### config.mk
export PLATFORM = sky130hd
export DESIGN_NAME = ami_row
export DESIGN_NICKNAME = d
export VERILOG_FILES = /design/src/hdl/ami_pkg.sv /design/src/hdl/ami_row.sv
export SDC_FILE = /design/constraint.sdc
export NUM_CORES = 2
export LEC_CHECK = 0
export ABC_CLOCK_PERIOD_IN_PS = 5300
export BUFFER_PORTS_ARGS = -buffer_cell sky130_fd_sc_hd__buf_2
export CORE_AREA = 2 2 565 567
export CTS_BUF_LIST = sky130_fd_sc_hd__clkbuf_8
export DETAILED_ROUTE_END_ITERATION = 10
export DIE_AREA = 0 0 567 569
export PLACE_DENSITY = 0.44
export SYNTH_ARGS = -nofsm -noshare
export SYNTH_HDL_FRONTEND = slang
export SYNTH_SLANG_ARGS = --single-unit
### constraint.sdc
create_clock -name i_clk -period 5.3 [get_ports i_clk]
set_input_delay 0.795 -clock i_clk [delete_from_list [all_inputs] [get_ports i_clk]]
set_output_delay 0.795 -clock i_clk [all_outputs]
set_load 0.01 [all_outputs]
### src/hdl/ami_pkg.sv
`timescale 1ns / 1ps
// ----------------------------------------------------------------------------
// ami_pkg
// Widths, types and helpers shared by the affine matrix inverse pipeline.
// ----------------------------------------------------------------------------
package ami_pkg;

    localparam int FRAC_BITS = 16;
    localparam int W_IN      = 32;
    localparam int W_P       = 2 * W_IN;
    localparam int W_C       = W_P + 1;
    localparam int W_H       = W_C - W_IN;
    localparam int W_PP      = W_IN + W_H;
    localparam int W_S       = 3 * W_IN + 2;
    localparam int W_D       = W_S + 1;
    localparam int W_R       = W_D + 1;
    localparam int W_X       = W_S + FRAC_BITS + 2;
    localparam int W_Q       = 32;
    localparam int W_CMP     = (W_X > W_D) ? W_X : W_D;
    localparam int N_ROWS    = 4;

    typedef logic signed [W_IN-1:0] t_in;
    typedef logic signed [W_C-1:0]  t_cof;
    typedef logic signed [W_PP-1:0] t_pp;
    typedef logic signed [W_S-1:0]  t_sum;
    typedef logic [1:0]             t_row;

    localparam t_row ROW_TRANS = 2'd3;
    localparam t_row ROW_FIRST = 2'd0;

    localparam logic [W_Q-1:0] Q_MAX = {1'b0, {(W_Q-1){1'b1}}};
    localparam logic [W_Q-1:0] Q_MIN = {1'b1, {(W_Q-1){1'b0}}};

    typedef struct packed {
        t_row row;
        logic last;
        logic sing;
    } t_meta;

    typedef struct packed {
        logic [2:0][W_X-1:0] x;
        logic [2:0]          neg;
        logic [W_D-1:0]      d2;
        t_meta               meta;
    } t_div_in;

    typedef struct packed {
        logic                v;
        logic [2:0][W_X-1:0] r;
        logic [2:0][W_Q-1:0] q;
        logic [2:0]          neg;
        logic [2:0]          ovf;
        logic [W_D-1:0]      d2;
        t_meta               meta;
    } t_div_st;

    // rebuild m * c from its high and low partial products
    function automatic t_sum pp_join(input t_pp hi, input t_pp lo);
        return (t_sum'(hi) <<< W_IN) + t_sum'(lo);
    endfunction

endpackage

### src/hdl/ami_row.sv
`timescale 1ns / 1ps
// ----------------------------------------------------------------------------
// ami_row
// Holds one item and issues its four result rows, one per cycle, as
// scaled dividends and doubled divisor for the divider.
// ----------------------------------------------------------------------------
module ami_row (
    input  logic                     i_clk,
    input  logic                     i_rst_n,
    input  logic                     i_valid,
    input  logic [ami_pkg::W_S-1:0]  i_dmag,
    input  logic                     i_dneg,
    input  logic                     i_dzero,
    input  logic [ami_pkg::W_S-1:0]  i_smag [3],
    input  logic                     i_sneg [3],
    input  logic [ami_pkg::W_C-1:0]  i_cmag [3][3],
    input  logic                     i_cneg [3][3],
    output logic                     o_valid,
    output ami_pkg::t_div_in         o_d
);

    logic [ami_pkg::W_S-1:0] r_dmag;
    logic                    r_dneg;
    logic                    r_dzero;
    logic [ami_pkg::W_S-1:0] r_smag [3];
    logic                    r_sneg [3];
    logic [ami_pkg::W_C-1:0] r_cmag [3][3];
    logic                    r_cneg [3][3];
    ami_pkg::t_row           r_cnt;
    logic                    r_act;
    logic                    r_ov;
    ami_pkg::t_div_in        r_d;
    ami_pkg::t_div_in        n_d;

    always_comb begin
        logic [ami_pkg::W_X-1:0] v_mag;
        n_d.meta.row  = r_cnt;
        n_d.meta.last = (r_cnt == ami_pkg::ROW_TRANS);
        n_d.meta.sing = r_dzero;
        n_d.d2        = ami_pkg::W_D'(r_dmag) << 1;
        for (int j = 0; j < 3; j++) begin
            if (r_cnt == ami_pkg::ROW_TRANS) begin
                v_mag      = ami_pkg::W_X'(r_smag[j]) << (ami_pkg::FRAC_BITS + 1);
                n_d.neg[j] = ~r_sneg[j] ^ r_dneg;
            end else begin
                v_mag      = ami_pkg::W_X'(r_cmag[r_cnt][j]) << (2 * ami_pkg::FRAC_BITS + 1);
                n_d.neg[j] = r_cneg[r_cnt][j] ^ r_dneg;
            end
            n_d.x[j] = v_mag + ami_pkg::W_X'(r_dmag);
        end
    end

    always_ff @(posedge i_clk) begin
        if (i_valid) begin
            r_dmag  <= i_dmag;
            r_dneg  <= i_dneg;
            r_dzero <= i_dzero;
            r_smag  <= i_smag;
            r_sneg  <= i_sneg;
            r_cmag  <= i_cmag;
            r_cneg  <= i_cneg;
        end
        r_d <= n_d;
        if (!i_rst_n) begin
            r_cnt <= ami_pkg::ROW_FIRST;
            r_act <= 1'b0;
            r_ov  <= 1'b0;
        end else begin
            r_ov <= r_act;
            if (i_valid) begin
                r_cnt <= ami_pkg::ROW_FIRST;
                r_act <= 1'b1;
            end else if (r_act) begin
                r_cnt <= r_cnt + 2'd1;
                r_act <= (r_cnt != ami_pkg::ROW_TRANS);
            end
        end
    end

    assign o_valid = r_ov;
    assign o_d     = r_d;

endmodule

# After elaboration in Yosys (flattened, before gate mapping)
# Index checks and enable logic that the tools add are counted.
dict set report word_totals {
  wordCells 71
  regBits 1448
  out_inout_bits 455
}
dict set report op_classes {
  bitwise 11
  magnitude_cmp 1
  n_addsub 4
  n_mux 14
  n_eq_ne 2
  reduce_logical 1
}
# operator n
set op_table {}
lappend op_table {{$bmux W195 S2} 1}
lappend op_table {{$mux W195} 2}
lappend op_table {{$add A115 B98 Y116} 3}
lappend op_table {{$mux W115} 3}
lappend op_table {{$bmux W3 S2} 1}
lappend op_table {{$mux W3} 2}
lappend op_table {{$xor A1 B1 Y1} 6}
lappend op_table {{$mux W1} 5}
lappend op_table {{$not A1 Y1} 4}
lappend op_table {{$ge A3 B3 Y1 const B} 1}
lappend op_table {{$not A2 Y3} 1}
lappend op_table {{$add A2 B1 Y2 const B} 1}
lappend op_table {{$eq A2 B2 Y1 const B} 1}
lappend op_table {{$ne A2 B2 Y1 const B} 1}
lappend op_table {{$reduce_or A2 Y1} 1}

# Longest topological paths before layout
dict set report logic_depth {
  word_depth 6
  depth_mapped 21
  mapped_depth_nobuf 16
}

# Worst setup path before layout
# No wires, ideal clock.
dict set report synth_path {
  path_kind {reg2reg}
  start {reg r_cnt[0]}
  end {reg r_d (netlist bit o_d[448])}
  arrival_ns 4.772
  synth_period_minus_slack_ns 4.846
  required_ns 5.226
  setup_time_ns 0.074
  stages_incl_launch_ff 21
  path_slack_ns 0.454
  path_cell_list {dfxtp_1 clkbuf_1 buf_1 buf_1 mux2i_1 nor2_1 a211oi_1 a21oi_1 ha_1 buf_2 nand2_1 a211oi_1 nor2_1 a21oi_1 o31a_1 nand4_1 o22a_1 o41a_1 o41ai_2 or4b_1 o21ai_0}
}
# element line
set synth_lines {}
lappend synth_lines {{start: declaration} ami_row.sv:29} ;# ami_pkg::t_row r_cnt;
lappend synth_lines {{start signal: assignment} ami_row.sv:65} ;# r_cnt <= ami_pkg::ROW_FIRST;
lappend synth_lines {{start signal: assignment} ami_row.sv:71} ;# r_cnt <= ami_pkg::ROW_FIRST;
lappend synth_lines {{start signal: assignment} ami_row.sv:74} ;# r_cnt <= r_cnt + 2'd1;
lappend synth_lines {{end signal: assignment} ami_row.sv:63} ;# r_d <= n_d;
lappend synth_lines {{end: declaration} ami_row.sv:32} ;# ami_pkg::t_div_in r_d;

==> qor.yml <==
first_global_vias: 55125
drive_above_1_share_pct: 31.0
critPathMostFrequentCell: "sky130_fd_sc_hd__buf_4"
seqPwrFrac_pct: 39.7
hp-class: "flip-flop to flip-flop"
worstPathBufferInverterCount: 8
grt_setup_unrepaired: "true"
cts_tree: "done"
syn_area_um2: 60900
yosysWarningCount: 0
finalSetupViolations: 0
sequence_of_cells_on_the_critical_path: "buf_16 -> buf_12 -> ha_2 -> buf_12 -> buf_4 -> and2_1 -> ha_1 -> nor2b_1 -> o31a_1 -> a41oi_2 -> buf_4 -> o211ai_1 -> a21oi_1 -> buf_4 -> o211ai_1 -> buf_12 -> a221o_1 -> a221oi_2 -> buf_4 -> o21ai_4 -> a41oi_2 -> xnor2_1"
final_standard_cell_area_without_fillers_um2: 93400
power.switching_uw: 11900
fp-row-count: 207
cellPowerDensity_nw_per_um2: 373
cts-buffers-inserted: 283
via_count: 53070
antenna_violating_nets_post_route: 0
average_vias_per_placed_instance: 4.25
cp.required_ns: 6.20
worst_ep_arrival_time_ns: 6.03
detailedRoute.firstIterationViolations: 3890
placed_cell_area_um2: 76300
slew_headroom_pct: 34.2
outcome: "finished clean"
setup.worst_path.start_class: "flip-flop"
drt-total-wl_um: 340000
worst_path_max_delay_cell: "sky130_fd_sc_hd__dfxtp_4"
io_pins: 1449
chipWidth_um: 567
grt_antenna_before_repair: 87
synth_common_cells: "sky130_fd_sc_hd__edfxtp_1 (991), sky130_fd_sc_hd__a21oi_1 (520), sky130_fd_sc_hd__dfxtp_1 (406)"
grt_first_pass_wirelength_um: 450000
worst_pin_slew_ns: 0.987
post-synth-top-area-fraction_pct: 48.9
layout.nets: 9265
postSynthAreaPerCell_um2: 12.1
die_boundary_height_um: 569
longest_clk_path_bufs: 4
synth_cells: 5047
peakVddDrop_mv: 0.204
synth_enable_flop_cells: 991
groute.usage.overall_pct: 20.1
comb_power_share_pct: 26.5
numPortBuffers: 1447
static-leakage-power_uw: 0.0387
cpLargestDelayFamily: "compound AO/OA/AOI/OAI gates"
dieArea_um2: 323000
power.switching_fraction_pct: 34.2
finalCritPeriodShare_pct: 96.9
synth-seq-area-share_pct: 62.2
pin_count_of_the_biggest_net_entering_global_routing: 132
clk-insertion-delay-late_ns: 1.05
utilization_pct: 29.5
synth_seq_cells: 1397
globalRouteOverflowTotal: 0
internal_power_uw: 22900
share_clk_of_total_power_pct: 33.8
finalClockSkew_ns: 0.111
synth_top_area_cell: "sky130_fd_sc_hd__edfxtp_1"
route.detailed.drc: 0
worst-setup-path-type: "flip-flop to flip-flop"
layoutNonFillerInstCount: 12475
delay_of_the_slowest_critical_path_stage_ns: 0.38
finalHoldViolCount: 0
dp_hpwl_um: 275000
gp_routability_congestion: 0.938
maxSlewViolCount: 0
initial_cell_density_of_the_core_pct: 19.2
final_period_minus_worst_setup_slack_ns: 5.13
root_buffer: "sky130_fd_sc_hd__clkbuf_8"
critical_path.max_fanout: 23
post-synth-top-count-cell: "sky130_fd_sc_hd__edfxtp_1"
netlist_top_cells_area: "sky130_fd_sc_hd__edfxtp_1 (49%), sky130_fd_sc_hd__dfxtp_1 (13%), sky130_fd_sc_hd__ha_1 (5.0%)"
syn2layout_area_growth_pct: 53.3
ys_async_sr_fraction_pct: 0
clk_transition_reported_paths_ns: 0.09
worst_setup_path_end_kind: "flip-flop"
wl_per_cell_um: 27.2
dominantRegCellSynth: "sky130_fd_sc_hd__edfxtp_1"
syn_nets: 6289
max_clock_freq_mhz: 195
synth_cell_type_count: 84
sink_count_of_the_clock_tree: 1397
setup_tns_ns: 0
max_cap_viol_count: 0
h-tree-depth: 5
drt_pass1_iterations: 5
finalPower_uw: 34800
placed_cells: 10898
core_area_um2: 317000
-- cells by family after synthesis --
group / share of synthesized area (%)
flops: 62.2
compound gates: 13.4
simple gates: 8.18
buf+inv: 3.71
xor+xnor: 3.97
fa+ha+maj: 5.13
mux: 3.37
other cells: 0.00616
-- layout make-up --
cell class	instances	area, um^2
clock buffer	314	4320
sequential	1397	37900
tap	4180	5230
clock inverter	198	1490
inverter	269	1010
antenna	45	113
multi-input combinational	3104	21600
fill	32917	223000
timing repair buffer	2968	21700
-- worst register-to-register path: cells and delay by family (launching register included) --
kind                       cells  cell delay, ns
buffers and inverters          8            1.50
DFF                            1            0.38
adders and majority gates      2            0.52
xor gates and xnor gates       1            0.15
AOI/OAI and AO/OA              9            2.13
and+or+nand+nor                2            0.31
-- per-layer routing --
layer  up-vias  track usage, %  share of wire, %
met5         -               0             0.072
met4        38            7.21               4.0
met3       511            5.89               7.7
met2      2146            33.7                47
met1     25748            24.4                41
li1      24627               -                 -
-- stage by stage --
| stage | worst slack, ns | hold WS, ns |
|---|---|---|
| global route | -0.0299 | 0.310 |
| floorplan | 0.454 | 0.323 |
| global placement | -0.426 | 0.323 |
| detailed placement | -0.404 | 0.328 |
| CTS | 0.00112 | 0.228 |
| finish | 0.166 | 0.335 |
-- final timing paths --
check / slack [ns] / depth (start not counted) / end / start
max reg2reg: 0.17 / 22 / o_d[319] / r_cnt[0]
max: 0.17 / 22 / o_d[319] / r_cnt[0]
min reg2reg: 0.33 / 0 / o_d[0] / r_dzero
min: 0.33 / 0 / o_d[0] / r_dzero
-- power by group through the flow --
stage / sequential [uW] / combinational, uW / clock, uW
after floorplan: 14100 / 2870 / 0
after global placement: 14000 / 8580 / 0
after detailed placement: 14000 / 8550 / 0
after CTS: 13800 / 9300 / 12200
after global routing: 13900 / 9900 / 12600
final: 13800 / 9240 / 11800
-- registers in the layout, summed over array words and instances (netlist names) --
signal	count
r_cmag	585
o_d	402
r_smag	294
r_dmag	98
r_cneg	9
r_sneg	3
r_cnt	2
o_valid	1
r_act	1
r_dneg	1
r_dzero	1
-- what timing repair did --
action / 4_1_cts / 5_1_grt
buffers inserted: 10 / 15
pin swaps: 8 / 17
resized for setup: 76 / 132
hold buffers: 992 / 0
gates cloned: 1 / 3
setup endpoints to repair: 81 / 79
endpoints found under the hold margin: 994 / 0
-- placed cells by master, fill, tap and decap left out, types with 99 or more instances in the layout --
cell type | synthesis | layout
sky130_fd_sc_hd__a21oi_1 | 520 | 456
sky130_fd_sc_hd__buf_4 | 53 | 475
sky130_fd_sc_hd__edfxtp_1 | 991 | 991
sky130_fd_sc_hd__o21ai_0 | 160 | 150
sky130_fd_sc_hd__a21o_1 | 135 | 135
sky130_fd_sc_hd__mux2i_1 | 205 | 197
sky130_fd_sc_hd__xor2_1 | 113 | 113
sky130_fd_sc_hd__dlygate4sd3_1 | 0 | 992
sky130_fd_sc_hd__xnor2_1 | 163 | 161
sky130_fd_sc_hd__dfxtp_1 | 406 | 404
sky130_fd_sc_hd__inv_1 | 269 | 346
sky130_fd_sc_hd__a211oi_1 | 218 | 202
sky130_fd_sc_hd__nor2_1 | 397 | 391
sky130_fd_sc_hd__ha_1 | 245 | 229
sky130_fd_sc_hd__nand4_1 | 99 | 99
sky130_fd_sc_hd__buf_2 | 10 | 1446
sky130_fd_sc_hd__clkbuf_8 | 0 | 314
sky130_fd_sc_hd__nand2_1 | 266 | 266
Note: power is estimated with default switching activity, not from simulation.
